==> src/rtl/generation_tagged_two_way_cache_core_defines.svh <==
// Assertion macros shared by the cache core RTL.
// Depends on nothing; included by the top level only.
`ifndef GENERATION_TAGGED_TWO_WAY_CACHE_CORE_DEFINES_SVH
`define GENERATION_TAGGED_TWO_WAY_CACHE_CORE_DEFINES_SVH

// Condition must never be true while out of reset.
`define GTC_ASSERT_NEVER(lbl, clk, rstn, cond, msg) \
    lbl: assert property (@(posedge clk) disable iff (!(rstn)) !(cond)) \
        else $error(msg);

// Antecedent true implies consequent true in the same cycle.
`define GTC_ASSERT_IMPLY(lbl, clk, rstn, ante, cons) \
    lbl: assert property (@(posedge clk) disable iff (!(rstn)) (ante) |-> (cons)) \
        else $error("implication check failed");

`endif

==> src/rtl/gtc_pkg.sv <==
// Shared types and constants for the generation-tagged cache core.
// No dependencies; imported by every module of the core.
`default_nettype none

package gtc_pkg;

    // Hash multipliers
    localparam logic [31:0] HASH_OBJ_MUL = 32'd2654435761;
    localparam logic [31:0] HASH_IDX_MUL = 32'd2246822519;

    // Item kinds
    localparam logic [1:0] KIND_LOOKUP = 2'd0;
    localparam logic [1:0] KIND_FILL   = 2'd1;
    localparam logic [1:0] KIND_TICK   = 2'd2;

    // Widest set and way indexes the parameter ranges allow
    localparam int SET_IDX_MAX_W = 16;
    localparam int WAY_IDX_MAX_W = 3;

    // Classified operation passed from front to back
    typedef struct packed {
        logic [1:0]               kind;
        logic [31:0]              object_key;
        logic [31:0]              index_key;
        logic [31:0]              fill_descriptor;
        logic [SET_IDX_MAX_W-1:0] set_idx;
        logic [WAY_IDX_MAX_W-1:0] way_idx;
    } gtc_op_t;

    // Queue status seen by both sides
    typedef struct packed {
        logic full;
        logic empty;
    } gtc_q_stat_t;

    // One cache entry
    typedef struct packed {
        logic [31:0] gen;
        logic [31:0] object_key;
        logic [31:0] index_key;
        logic [31:0] descriptor;
    } gtc_entry_t;

endpackage

`default_nettype wire

==> src/rtl/gtc_queue.sv <==
// Two-entry queue of classified operations between front and back.
// Depends on gtc_pkg.
`default_nettype none

module gtc_queue (
    input  wire logic                 aclk,
    input  wire logic                 aresetn,
    input  wire logic                 push,
    input  wire gtc_pkg::gtc_op_t     push_op,
    input  wire logic                 pop,
    output gtc_pkg::gtc_op_t          head_op,
    output gtc_pkg::gtc_q_stat_t      stat
);
    import gtc_pkg::*;

    localparam int DEPTH = 2;

    gtc_op_t    slot_reg [DEPTH];
    logic       wr_ptr_reg, wr_ptr_next;
    logic       rd_ptr_reg, rd_ptr_next;
    logic [1:0] cnt_reg, cnt_next;

    assign stat.full  = (cnt_reg == 2'(DEPTH));
    assign stat.empty = (cnt_reg == 2'd0);
    assign head_op    = slot_reg[rd_ptr_reg];

    // Pointer and fill count update
    always_comb begin
        wr_ptr_next = push ? !wr_ptr_reg : wr_ptr_reg;
        rd_ptr_next = pop ? !rd_ptr_reg : rd_ptr_reg;
        cnt_next    = cnt_reg;
        if (push && !pop) begin
            cnt_next = cnt_reg + 2'd1;
        end else if (pop && !push) begin
            cnt_next = cnt_reg - 2'd1;
        end
    end

    always_ff @(posedge aclk) begin
        if (!aresetn) begin
            wr_ptr_reg <= 1'b0;
            rd_ptr_reg <= 1'b0;
            cnt_reg    <= '0;
        end else begin
            wr_ptr_reg <= wr_ptr_next;
            rd_ptr_reg <= rd_ptr_next;
            cnt_reg    <= cnt_next;
        end
    end

    always_ff @(posedge aclk) begin
        if (push) begin
            slot_reg[wr_ptr_reg] <= push_op;
        end
    end

endmodule

`default_nettype wire

==> config.mk <==
export PLATFORM = sky130hd
export DESIGN_NAME = gtc_queue
export DESIGN_NICKNAME = d
export VERILOG_FILES = /design/src/rtl/generation_tagged_two_way_cache_core_defines.svh /design/src/rtl/gtc_pkg.sv /design/src/rtl/gtc_queue.sv
export SDC_FILE = /design/constraint.sdc
export NUM_CORES = 1
export LEC_CHECK = 0
export ABC_AREA = 1
export BUFFER_PORTS_ARGS = -buffer_cell sky130_fd_sc_hd__buf_2
export CAP_MARGIN = 10
export CORE_MARGIN = 2
export CORE_UTILIZATION = 50
export DETAILED_ROUTE_END_ITERATION = 10
export PLACE_DENSITY = 0.86
export REMOVE_ABC_BUFFERS = 1
export SYNTH_ARGS = -nofsm -noshare
export SYNTH_HDL_FRONTEND = slang
export SYNTH_SLANG_ARGS = --single-unit
==> constraint.sdc <==
create_clock -name aclk -period 9.2 [get_ports aclk]
set_input_delay 0.46 -clock aclk [delete_from_list [all_inputs] [get_ports aclk]]
set_output_delay 0.46 -clock aclk [all_outputs]
set_load 0.01 [all_outputs]
**Yosys cells after proc, flatten, opt, wreduce, memory -nomap -nowiden**

Memories as Yosys holds them, arrays and structs flattened. A register that Yosys moved wholly into a read port is not among the register bits.
Cells that the tools add are included.

- Output and inout bits: 119
- Bits in registers: 4
- Bits of input ports: 121
- Memories kept: 1
- Logic and storage cells: 21
- Memory bits (writable): 234

- Equality and inequality tests: 1
- Mux-type cells: 6
- Reduce and logical (&&, ||, !) cells: 8
- $add $sub $neg: 2

Memory list:

| name | words | width | rd ports | clocked after Yosys merged registers in | write ports | line | RTL |
|---|---|---|---|---|---|---|---|
| slot_reg | 2 | 117 | 1 | 1 | 1 | gtc_queue.sv:18 | `gtc_op_t slot_reg [DEPTH];` |

Operator list:

| kind | number |
|---|---|
| zero test 1 bit | 4 |
| two-way mux 1 bit | 4 |
| two-way mux 2 bit | 2 |
| adder 2 x 1 -> 2 bit (second input constant) | 1 |
| equality test 2 bit (second input constant) | 1 |
| logical AND 1 bit | 2 |
| zero test 2 bit | 1 |
| nonzero test 2 bit | 1 |
| subtractor 2 x 1 -> 2 bit (second input constant) | 1 |

**Longest topological paths before layout**

- Word-level depth: 4
- Depth in mapped cells: 8
- Gate-level depth less buffers: 8

**Worst setup path after synthesis**

Ideal clock, no wire load.

- Path kind: input to register
- From: input port push
- To: memory slot_reg[0][0] in the netlist's numbering (enable)
- Buffers on the path: 0
- Required time: 8.603 ns
- Setup slack: 3.208 ns
- Stages: 2
- Arrival time: 5.395 ns
- Library setup time: 0.597 ns
- Path through: inv_1 -> nor2_1

- Cells in the longest elaborated chain, start to end: 2

Ends and longest elaborated chain:

| element | line | RTL |
|---|---|---|
| start, declared | gtc_queue.sv:8 | `input wire logic push,` |
| two-way mux 1 bit | gtc_queue.sv:52 | `if (push) begin` |
| two-way mux 1 bit (not written as such) | gtc_queue.sv:53 | `slot_reg[wr_ptr_reg] <= push_op;` |
| end, declared | gtc_queue.sv:18 |  |

No other way between the ends.

==> metrics.md <==
| Metric | Value |
|---|---|
| CTS tree | built |
| CTS max path bufs | 3 |
| Gate power share | 9.1% |
| CP max stage delay | 0.87 ns |
| Sequential share of the synthesized area | 81.16% |
| Initial Utilization | 50.94% |
| Synth area leaders | edfxtp_1 (80%), mux2_2 (11%), mux2_4 (5.1%), dfxtp_1 (1.1%), buf_6 (0.64%) |
| # port buffers | 239 |
| FF+latch count, synth | 239 |
| Required time worst endpoint | 8.74 ns |
| Clk_skew | 0.005823 ns |
| Initial DRC Count | 229 |
| CP endpoint kind | output pin |
| Register area | 7131 um^2 |
| Synth warn | 0 |
| Area share of the largest cell type after synthesis | 80.02% |
| Fillers | 1,199 |
| PD cells | 216.4 nW/um^2 |
| # H-tree levels | 1 |
| Post-CTS Setup Bufs | 0 |
| Area growth, synth to finish | 24.20% |
| Mapped Cells | 399 |
| DRT Pass-1 Iters | 4 |
| Minimum clock period | 3.259 ns |
| Num CTS Buffers | 24 |
| Synth area leader | edfxtp_1 |
| Run status | completed |
| WS Path Type | register to output pin |
| Die height | 136.5 um |
| Commonest register cell after synthesis | edfxtp_1 |
| Synth cell count leaders | edfxtp_1 (234), mux2_2 (87), mux2_4 (30) |
| Slowest CP cell | buf_4 |
| Global-route wire length before repair | 24,010 um |
| Period utilization | 35.42% |
| Slew Limit Headroom | between 30% and 40% |
| Hold Path Class | input port to register |
| Via-to-Cell Ratio | 5.019 |
| Via count | between 4,000 and 5,000 |
| Setup TNS | 0 ns |
| Cell Area, Placed | just over 10,000 um^2 |
| Clk pin slew, worst setup/hold paths | about 0.060 ns |
| Post-CTS Resized | 0 |
| Leak Pwr | 4.189 nW |
| Root Driver | clkbuf_16 |
| Pin count of the biggest net entering global routing | 70 |
| NetSw | 0.0004984 W |
| Vias in the first global route | 4,830 |
| CP arrival | 2.80 ns |
| Multi-input gate area | 1535 um^2 |
| Max IR drop VDD | 0.1671 mV |
| Die area | ~19,000 um^2 |
| Max Cap Viol | 0 |
| Measured slew at the worst slew-check pin | roughly 0.99 ns |
| Post-DRT Antenna Nets | 0 |
| RSZ-0062 raised after global routing | false |
| Number of flip-flops under the largest register name | between 200 and 250 |
| # hold bufs at CTS | 0 |
| Cell Rows | 48 |
| Count of final hold-check violations | 0 |
| Residual DRC count | 0 |
| Fraction of layout cells with a size suffix above 1 | 58.48% |
| Synthesized area per cell | 22.01 um^2 |
| Final net count | 777 |
| Routed len/inst | 17.98 um |
| Post-Route WL | 16,130 um |
| GP Congestion | ~0.73 |
| Antenna cells | 0 |
| Initial antenna violation count | 2 |
| Crit path max fanout | 69 |
| Die width | 136.5 um |
| Ys async rst share | 0% |
| Internal power | 0.001861 W |
| Core area | 17,240 um^2 |
| F_max | 0.3069 GHz |
| Crit-path cells | buf_4, mux2_2, buf_2 |
| Total GRT Usage | roughly 17% |
| Clock group share of total power | 36.5% |
| Final setup viols | 0 |
| Most common cell in the synthesized netlist | edfxtp_1 |
| HPWL after detailed placement | roughly 11,000 um |
| Post-synth EDFFs | between 200 and 250 |
| Final instance area | between 10,000 and 15,000 um^2 |
| Clk Latency, worst-skew pair | 0.49 ns |
| Sw Ratio | 21.12% |
| Sink Count | 239 |
| Unique masters post-synth | 14 |
| GRT Residual Overflow | 0 |
| Startpoint types | register |
| Total power after layout | 0.002360 W |
| Final Max Slew Viols | 0 |
| IO Pins | 240 |
| Synthesized cell area | 8781 um^2 |
| Reg power frac | 54.4% |
-- metal layers --
metal | GRT usage (%) | share of wire, %
met5 | 0 | 0.087
met4 | 4.977 | 2.1
met3 | 4.778 | 8.0
met2 | 29.67 | 51
met1 | 19.19 | 39
-- worst max-delay path: cells and delay by family (launching register included) --
family | cells | cell delay (ns)
buf+inv | 2 | 1.01
flops | 1 | 0.79
mux | 1 | 0.43
-- cells in the final DEF (no fill, tap or decap), types with 4 or more instances in the layout --
master     Yosys  routed
clkinv_1       0       6
clkinv_2       0       5
nor2_1         9       8
clkbuf_16      0      25
mux2_2        87      87
clkbuf_1       0       7
buf_4          0       4
buf_2          8     239
inv_1          8       7
nand2_1        8       8
edfxtp_1     234     234
mux2_4        30      30
dfxtp_1        5       4
-- cells by family after synthesis --
kind of cell / Yosys count / synth area share, %
AO/OA/AOI/OAI: 2 / 0.1139
adder cells (fa/ha/maj): 1 / 0.1425
buffers and inverters: 21 / 1.439
flip-flops: 239 / 81.16
multiplexers: 117 / 16.29
AND/OR/NAND/NOR: 19 / 0.8549
-- metrics by stage --
stage                     worst slack (ns)  utilization [%]  hold slack (ns)  std cells
after floorplan                      3.208                -           0.4635        386
after global placement               6.445            59.21           0.4832        854
after detailed placement             6.404            59.21           0.4944        854
after CTS                            5.868            63.27           0.1236        897
after global routing                 5.780            63.27           0.1277        897
final                                5.941            63.27           0.1458        897
-- final timing paths --
| path | from | endpoint | slack (ns) | cells past startpoint |
|---|---|---|---|---|
| hold / removal | push_op[48] | slot_reg[0][48] | 0.15 | 1 |
| hold reg to reg | rd_ptr_reg | register | 0.52 | 2 |
| setup reg to reg | wr_ptr_reg | slot_reg[1][20] | 6.91 | 3 |
| setup / recovery | register | head_op[38] | 5.94 | 3 |
-- layout make-up --
| cell class | count | share of cell area, % |
|---|---|---|
| inverters | 8 | 0.2983 |
| clock buffers | 32 | 5.977 |
| multi-input cells | 139 | 14.08 |
| flip-flops and latches | 239 | 65.39 |
| repair buffers | 243 | 11.24 |
| well taps | 225 | 2.581 |
| clock inverters | 11 | 0.4360 |
-- power by group through the flow --
stage	registers [W]	clock network (W)	logic (W)
after floorplan	0.00131	0	0.000121
after global placement	0.00130	0	0.000211
after detailed placement	0.00131	0	0.000218
after CTS	0.00128	0.000885	0.000219
after global routing	0.00129	0.000923	0.000234
final	0.00128	0.000861	0.000216
Note: power is estimated with default switching activity, not from simulation.
