`src/rtl/generation_tagged_two_way_cache_core_defines.svh`:
```
// Assertion macros shared by the cache core RTL.
// Depends on nothing; included by the top level only.
`ifndef GENERATION_TAGGED_TWO_WAY_CACHE_CORE_DEFINES_SVH
`define GENERATION_TAGGED_TWO_WAY_CACHE_CORE_DEFINES_SVH

// Condition must never be true while out of reset.
`define GTC_ASSERT_NEVER(lbl, clk, rstn, cond, msg) \
    lbl: assert property (@(posedge clk) disable iff (!(rstn)) !(cond)) \
        else $error(msg);

// Antecedent true implies consequent true in the same cycle.
`define GTC_ASSERT_IMPLY(lbl, clk, rstn, ante, cons) \
    lbl: assert property (@(posedge clk) disable iff (!(rstn)) (ante) |-> (cons)) \
        else $error("implication check failed");

`endif

```
`src/rtl/gtc_pkg.sv`:
```
// Shared types and constants for the generation-tagged cache core.
// No dependencies; imported by every module of the core.
`default_nettype none

package gtc_pkg;

    // Hash multipliers
    localparam logic [31:0] HASH_OBJ_MUL = 32'd2654435761;
    localparam logic [31:0] HASH_IDX_MUL = 32'd2246822519;

    // Item kinds
    localparam logic [1:0] KIND_LOOKUP = 2'd0;
    localparam logic [1:0] KIND_FILL   = 2'd1;
    localparam logic [1:0] KIND_TICK   = 2'd2;

    // Widest set and way indexes the parameter ranges allow
    localparam int SET_IDX_MAX_W = 16;
    localparam int WAY_IDX_MAX_W = 3;

    // Classified operation passed from front to back
    typedef struct packed {
        logic [1:0]               kind;
        logic [31:0]              object_key;
        logic [31:0]              index_key;
        logic [31:0]              fill_descriptor;
        logic [SET_IDX_MAX_W-1:0] set_idx;
        logic [WAY_IDX_MAX_W-1:0] way_idx;
    } gtc_op_t;

    // Queue status seen by both sides
    typedef struct packed {
        logic full;
        logic empty;
    } gtc_q_stat_t;

    // One cache entry
    typedef struct packed {
        logic [31:0] gen;
        logic [31:0] object_key;
        logic [31:0] index_key;
        logic [31:0] descriptor;
    } gtc_entry_t;

endpackage

`default_nettype wire

```
`src/rtl/gtc_front.sv`:
```
// Front end: accepts input beats, hashes the key and picks set and victim way.
// Depends on gtc_pkg; pushes operations into gtc_queue.
`default_nettype none

module gtc_front #(
    parameter int SET_COUNT = 8192,
    parameter int WAY_COUNT = 2
) (
    input  wire logic                 aclk,
    input  wire logic                 aresetn,
    input  wire logic                 s_valid,
    output logic                      s_ready,
    input  wire logic [1:0]           s_kind,
    input  wire logic [31:0]          s_object_key,
    input  wire logic [31:0]          s_index_key,
    input  wire logic [31:0]          s_fill_descriptor,
    input  wire logic                 clear_busy,
    input  wire gtc_pkg::gtc_q_stat_t q_stat,
    output logic                      q_push,
    output gtc_pkg::gtc_op_t          q_op
);
    import gtc_pkg::*;

    localparam int SET_W  = (SET_COUNT > 1) ? $clog2(SET_COUNT) : 1;
    localparam int WAY_W  = (WAY_COUNT > 1) ? $clog2(WAY_COUNT) : 1;
    localparam int SETR_W = SET_W + 1;
    localparam int WAYR_W = WAY_W + 1;
    localparam logic [SETR_W-1:0] SET_C = SETR_W'(SET_COUNT);
    localparam logic [WAYR_W-1:0] WAY_C = WAYR_W'(WAY_COUNT);
    localparam bit SET_POW2 = ((SET_COUNT & (SET_COUNT - 1)) == 0);
    localparam bit WAY_POW2 = ((WAY_COUNT & (WAY_COUNT - 1)) == 0);
    localparam bit NEED_REM = !(SET_POW2 && WAY_POW2);

    // Remainder steps: reciprocal multiply, back-multiply and subtract, final correction
    localparam int REM_STEPS = 3;
    localparam logic [4:0] REM_MUL  = 5'd0;
    localparam logic [4:0] REM_SUB  = 5'd1;
    localparam logic [4:0] REM_LAST = 5'(REM_STEPS - 1);

    // Truncated reciprocals; the quotient estimate is low by at most one
    localparam longint SET_RECIP = (longint'(1) << 24) / SET_COUNT;
    localparam longint WAY_RECIP = (longint'(1) << 30) / WAY_COUNT;
    localparam logic [24:0] SET_M = 25'(SET_RECIP);
    localparam logic [30:0] WAY_M = 31'(WAY_RECIP);
    localparam logic [23:0] SET_D = 24'(SET_COUNT);
    localparam logic [29:0] WAY_D = 30'(WAY_COUNT);

    localparam logic [1:0] F_IDLE = 2'd0;
    localparam logic [1:0] F_HASH = 2'd1;
    localparam logic [1:0] F_REM  = 2'd2;
    localparam logic [1:0] F_PUSH = 2'd3;

    logic [1:0]  state_reg, state_next;
    logic [4:0]  cnt_reg, cnt_next;
    logic [1:0]  kind_reg;
    logic [31:0] obj_reg, idx_reg, fill_reg;
    logic [31:0] pobj_reg, pidx_reg;
    logic [SET_W-1:0] set_reg;
    logic [WAY_W-1:0] way_reg;
    logic [23:0] x_set_reg, q_set_reg;
    logic [29:0] x_way_reg, q_way_reg;
    logic [SETR_W-1:0] rem_set_reg;
    logic [WAYR_W-1:0] rem_way_reg;

    logic        accept;
    logic [31:0] pobj_next, pidx_next;
    logic [31:0] h_mix, h_fold;
    logic [23:0] h_set;
    logic [SET_W-1:0]  set_mask;
    logic [WAY_W-1:0]  way_mask;
    logic [48:0] set_prod;
    logic [60:0] way_prod;
    logic [23:0] set_qd, set_est;
    logic [29:0] way_qd, way_est;
    logic [SET_W-1:0]  set_fix;
    logic [WAY_W-1:0]  way_fix;

    assign s_ready = (state_reg == F_IDLE) && !clear_busy;
    assign accept  = s_valid && s_ready;

    // Products are registered before the fold
    assign pobj_next = (s_object_key >> 4) * HASH_OBJ_MUL;
    assign pidx_next = s_index_key * HASH_IDX_MUL;

    // Hash fold and power-of-two reductions
    assign h_mix    = pobj_reg ^ pidx_reg;
    assign h_fold   = h_mix ^ (h_mix >> 15);
    assign h_set    = h_fold[31:8];
    assign set_mask = SET_W'(h_set & 24'(SET_COUNT - 1));
    assign way_mask = WAY_W'(obj_reg[31:2] & 30'(WAY_COUNT - 1));

    // Remainder by reciprocal multiplication, one registered step per cycle
    assign set_prod = 49'(x_set_reg) * 49'(SET_M);
    assign way_prod = 61'(x_way_reg) * 61'(WAY_M);
    assign set_qd   = q_set_reg * SET_D;
    assign way_qd   = q_way_reg * WAY_D;
    assign set_est  = x_set_reg - set_qd;
    assign way_est  = x_way_reg - way_qd;
    assign set_fix  = (rem_set_reg >= SET_C) ? SET_W'(rem_set_reg - SET_C)
                                             : SET_W'(rem_set_reg);
    assign way_fix  = (rem_way_reg >= WAY_C) ? WAY_W'(rem_way_reg - WAY_C)
                                             : WAY_W'(rem_way_reg);

    // Sequencer
    always_comb begin
        state_next = state_reg;
        cnt_next   = cnt_reg;
        q_push     = 1'b0;
        case (state_reg)
            F_IDLE: begin
                if (accept) begin
                    state_next = F_HASH;
                end
            end
            F_HASH: begin
                cnt_next   = '0;
                state_next = NEED_REM ? F_REM : F_PUSH;
            end
            F_REM: begin
                cnt_next = cnt_reg + 5'd1;
                if (cnt_reg == REM_LAST) begin
                    state_next = F_PUSH;
                end
            end
            F_PUSH: begin
                if (!q_stat.full) begin
                    q_push     = 1'b1;
                    state_next = F_IDLE;
                end
            end
            default: state_next = F_IDLE;
        endcase
    end

    always_ff @(posedge aclk) begin
        if (!aresetn) begin
            state_reg <= F_IDLE;
            cnt_reg   <= '0;
        end else begin
            state_reg <= state_next;
            cnt_reg   <= cnt_next;
        end
    end

    // Payload registers
    always_ff @(posedge aclk) begin
        if (accept) begin
            kind_reg <= s_kind;
            obj_reg  <= s_object_key;
            idx_reg  <= s_index_key;
            fill_reg <= s_fill_descriptor;
            pobj_reg <= pobj_next;
            pidx_reg <= pidx_next;
        end
        if (state_reg == F_HASH) begin
            set_reg   <= set_mask;
            way_reg   <= way_mask;
            x_set_reg <= h_set;
            x_way_reg <= obj_reg[31:2];
        end
        if (state_reg == F_REM) begin
            if (cnt_reg == REM_MUL) begin
                q_set_reg <= set_prod[47:24];
                q_way_reg <= way_prod[59:30];
            end
            if (cnt_reg == REM_SUB) begin
                rem_set_reg <= SETR_W'(set_est);
                rem_way_reg <= WAYR_W'(way_est);
            end
            if (cnt_reg == REM_LAST) begin
                set_reg <= set_fix;
                way_reg <= way_fix;
            end
        end
    end

    assign q_op.kind            = kind_reg;
    assign q_op.object_key      = obj_reg;
    assign q_op.index_key       = idx_reg;
    assign q_op.fill_descriptor = fill_reg;
    assign q_op.set_idx         = SET_IDX_MAX_W'(set_reg);
    assign q_op.way_idx         = WAY_IDX_MAX_W'(way_reg);

endmodule

`default_nettype wire

```
`config.mk`:
```
export PLATFORM = sky130hd
export DESIGN_NAME = gtc_front
export DESIGN_NICKNAME = d
export VERILOG_FILES = /design/src/rtl/generation_tagged_two_way_cache_core_defines.svh /design/src/rtl/gtc_pkg.sv /design/src/rtl/gtc_front.sv
export SDC_FILE = /design/constraint.sdc
export NUM_CORES = 1
export LEC_CHECK = 0
export BUFFER_PORTS_ARGS = -buffer_cell sky130_fd_sc_hd__buf_2
export CAP_MARGIN = 10
export CORE_MARGIN = 4
export CORE_UTILIZATION = 65
export CTS_BUF_LIST = sky130_fd_sc_hd__clkbuf_4 sky130_fd_sc_hd__clkbuf_8
export CTS_CLUSTER_DIAMETER = 50
export CTS_CLUSTER_SIZE = 24
export DETAILED_ROUTE_END_ITERATION = 12
export GPL_TIMING_DRIVEN = 0
export PLACE_DENSITY = 0.95
export SYNTH_ARGS = -nofsm -noshare
export SYNTH_HDL_FRONTEND = slang
export SYNTH_SLANG_ARGS = --single-unit
```
`constraint.sdc`:
```
create_clock -name aclk -period 11.5 [get_ports aclk]
set_clock_uncertainty 0.15 [all_clocks]
set_input_delay 2.3 -clock aclk [delete_from_list [all_inputs] [get_ports aclk]]
set_output_delay 2.3 -clock aclk [all_outputs]
set_load 0.03 [all_outputs]
```
## After elaboration in Yosys (flattened, before gate mapping)

Index checks and enable logic that the tools add are counted.

- Multiply operators: 2
- Mux-type cells: 15
- Equality and inequality tests: 8
- Reduce and logical (&&, ||, !) cells: 9
- Add/sub/neg operators: 5
- Bitwise gates (word level): 2
- Magnitude comparators: 2

Operator list:

| cell | count |
|---|---|
| $mux 13 | 4 |
| $mul 28x32->32 const B | 1 |
| $mul 32x32->32 const B | 1 |
| $xor 32x32->32 | 1 |
| $xor 22x17->22 | 1 |
| $ge 14x14->1 const B | 1 |
| $sub 14x14->14 | 1 |
| $sub 13x1->13 const B | 1 |
| $pmux 5 s2 | 1 |
| $pmux 2 s4 | 1 |
| $mux 1 | 6 |
| $mux 2 | 3 |
| $ne 2x2->1 const B | 3 |
| $add 5x1->5 const B | 1 |
| $eq 5x1->1 const B | 1 |
| $eq 5x2->1 const B | 1 |
| $logic_not 5->1 | 1 |
| $eq 2x2->1 const B | 2 |
| $reduce_and 2->1 | 2 |
| $reduce_and 3->1 | 1 |
| $eq 2x1->1 const B | 1 |
| $ge 2x2->1 const B | 1 |
| $logic_and 1x1->1 | 2 |
| $logic_not 2->1 | 1 |
| 4 further kinds | 4 |

- Register bits after elaboration: 217
- Output and inout bits: 119
- Logic and storage cells: 59

## Longest topological paths before layout

- Depth after elaboration: 5
- Mapped depth: 25
- Mapped depth without buffers: 25

## Worst setup path after synthesis

No wires, ideal clock.

- Path type: input to register
- Start: input port s_object_key[11]
- End: register pobj_reg[31], data pin
- Stages on the path: 22
- Arrival: 7.836 ns
- Data required time: 11.092 ns
- Setup time: 0.258 ns
- Path slack: 3.256 ns
- Cells stage by stage: fa_1 fa_1 inv_1 fa_1 inv_1 fa_1 inv_1 fa_1 inv_1 fa_1 inv_1 fa_1 inv_1 ha_1 nand2_1 nor3_1 a311o_1 o221ai_1 a21oi_1 o32a_1 a21oi_2 xnor2_1

- Longest elaborated chain between the ends: 1

Ends and longest elaborated chain:

| element | RTL line | text |
|---|---|---|
| start: declaration | gtc_front.sv:14 | `input wire logic [31:0] s_object_key,` |
| $mul 28x32->32 | gtc_front.sv:82 | `assign pobj_next = (s_object_key >> 4) * HASH_OBJ_MUL;` |
| named net pobj_next[31] | gtc_front.sv:66 | `logic [31:0] pobj_next, pidx_next;` |
| end signal: assignment | gtc_front.sv:152 | `pobj_reg <= pobj_next;` |
| end: declaration | gtc_front.sv:57 | `logic [31:0] pobj_reg, pidx_reg;` |

The timed path passes the listed nets, and every way through them passes these cells.
A chain may end at the register's enable or synchronous reset.

## Final worst setup path

- Start: input port s_index_key[7]
- End: register pidx_reg[30], data pin

- Longest elaborated chain between the ends: 1

Ends and longest elaborated chain:

| element | RTL line | text |
|---|---|---|
| start: declaration | gtc_front.sv:15 | `input wire logic [31:0] s_index_key,` |
| $mul 32x32->32 | gtc_front.sv:83 | `assign pidx_next = s_index_key * HASH_IDX_MUL;` |
| named net pidx_next[30] | gtc_front.sv:66 |  |
| end signal: assignment | gtc_front.sv:153 | `pidx_reg <= pidx_next;` |
| end: declaration | gtc_front.sv:57 |  |

The timed path passes the listed nets, and every way through them passes these cells.

==> out/metrics.csv <==
metric;value;unit
status;completed;
Inserted Diodes;0;
TritonCTS clock tree;done;
HP Class;reg2reg;
Crit. End Element;register;
vias;15000;
DP Area;0.0253;mm²
Fin Setup TNS;0;ps
CTS H-tree depth;4;
Antenna Nets Post-Route;0;
core area;0.0357;mm²
Clock Path Buffers;2;
worst setup path start;s_index_key[7];
I/O pin cnt;223;
initial antenna violation count;0;
Routed WL per cell;20.4;µm
Initial Util;66.0;%
Max-cap violations;0;
Critical Path RT;11620;ps
synthesis-stage register bit count;191;
worst setup path class;in2reg;
Synth async-reset ratio;0;%
Worst-path clk slew;120;ps
GRT Resource Usage Total;29.8;%
# nets final;3126;
post-CTS sizing;0;
slowest cell on the critical path;fa_1;
largest net degree at the start of global routing;56;
IO buf count;216;
vias in the first global route;16800;
Site Rows;69;
Crit Path Max Fanout;8;
CP cell instances;buf_2 -> inv_1 -> fa_1 -> inv_1 -> fa_1 -> fa_1 -> inv_1 -> fa_1 -> inv_1 -> ha_1 -> fa_1 -> fa_1 -> fa_1 -> ha_1 -> nand4_1 -> nor3_1 -> o211ai_1 -> nand4_1 -> nand3_1 -> nand3b_1 -> a21oi_1 -> xnor2_1;
period utilisation layout;76.1;%
drt drc;0;
Hold WS;272;ps
Root Buffer;clkbuf_8;
CP most frequent cell;fa_1;
Syn Std Cell Area;0.0235;mm²
Synth Flop Type;edfxtp_1;
Placer Congestion;0.975;
Max-slew headroom;54.8;%
achievable frequency;114;MHz
Clk Latency, worst-skew pair;540;ps
drt pass-1 iters;7;
RSZ-0062 raised after global routing;no;
synth warn;0;
CTS Buf Count;17;
hold_buf cts;0;
post-route cell area;0.0257;mm²
Cell variety after synth;50;
Final setup viols;0;
Cells after Synth;2005;
crit path launch type;input port;
Initial DRC Count;979;
Post-Route WL;55.4;mm
Max Slew Vio Count;0;
die width;198;µm
Worst Tran Pin Value;678;ps
layout cells sized above 1;12.1;%
worst path arrival time;8880;ps
EDFF count, synth;170;
CTS sink count;191;
slowest stage delay, CP;570;ps
HPWL after detailed placement;47.4;mm
worst flop-to-flop path startpoint;state_reg[1];
Setup Fix Bufs, Post-CTS;0;
Layout area overhead;9.24;%
Die Y;198;µm
hold_sp;x_set_reg[9];
first-pass GRT wire length;89.1;mm
syn avg cell area;11.7;µm²
Final Util;72.1;%
GRT overflow;0;
register area share after synthesis;23.5;%
Min Clock Period, post-route;8760;ps
Hold Vio Cnt, Final;0;
Vias/cell;5.50;
Die ar.;0.0393;mm²
[cell usage after synthesis, types with 4 or more instances]
cell type / count / area share [%]
nand3_1: 7 / 0.15
mux2i_1: 15 / 0.64
o21a_1: 7 / 0.22
inv_1: 637 / 10
a31oi_1: 4 / 0.11
or2_2: 4 / 0.11
xor2_1: 31 / 1.2
nor3_1: 14 / 0.30
nand2_1: 35 / 0.56
ha_1: 349 / 19
edfxtp_1: 170 / 22
and3_1: 10 / 0.27
a21oi_1: 29 / 0.62
nor2b_1: 5 / 0.13
xnor2_1: 99 / 3.7
a21o_1: 8 / 0.26
nor2_1: 42 / 0.67
nand4_1: 7 / 0.19
fa_1: 427 / 36
clkbuf_1: 6 / 0.096
and2_1: 5 / 0.13
buf_4: 11 / 0.35
dfxtp_1: 21 / 1.8
o21ai_0: 28 / 0.60
[metal layers]
metal,share of wire [%],track usage [%]
met4,3.3,9.97
met1,40,40.2
met2,49,48.6
met3,8.0,6.79
met5,0,0
[critical path, delay by kind of cell]
family / cells / cell delay (ps)
simple gates: 5 / 1230
fa+ha+maj: 9 / 4180
buf+inv: 5 / 610
xor+xnor: 1 / 130
compound gates: 2 / 420
[cells in the final DEF, fill, tap and decap left out, types with 11 or more instances in the layout]
master,Yosys,routed
inv_1,637,637
fa_1,427,427
ha_1,349,349
buf_2,0,216
edfxtp_1,170,170
xnor2_1,99,99
nor2_1,42,42
nand2_1,35,35
xor2_1,31,31
a21oi_1,29,29
o21ai_0,28,28
dfxtp_1,21,21
clkbuf_8,0,17
mux2i_1,15,15
nor3_1,14,14
buf_4,11,11
[final timing paths]
check	end	slack, ps	depth (start not counted)
worst min register to register	rem_set_reg[9]	270	0
worst min-delay path	rem_set_reg[9]	270	0
worst max register to register	set_reg[8]	8910	6
worst max-delay path	pidx_reg[30]	2740	22
[area by class of cell]
class	instances	area, µm²
multi-input combinational	1164	15500
clock inverter	15	210
timing repair buffer	218	1140
sequential	191	5530
fill	2304	9930
tap	461	577
clock buffer	17	234
buffer	17	105
inverter	637	2390
[per-stage QoR]
stage | worst slack (ps) | cells
after global routing | 2430 | 2720
after detailed placement | 2350 | 2688
after global placement | 2410 | 2686
after CTS | 2860 | 2720
after floorplan | 3260 | 2009
final | 2740 | 2720
[cell families after synthesis]
logic type | share of synthesized area [%]
fa+ha+maj | 54.8
buf+inv | 10.6
flops | 23.5
simple gates | 2.84
xor+xnor | 4.84
compound gates | 2.75
mux | 0.638
other cells | 0.0159
Power is not shown: default switching activity piles up to over one toggle a cycle in this logic, so the estimate is an artifact.
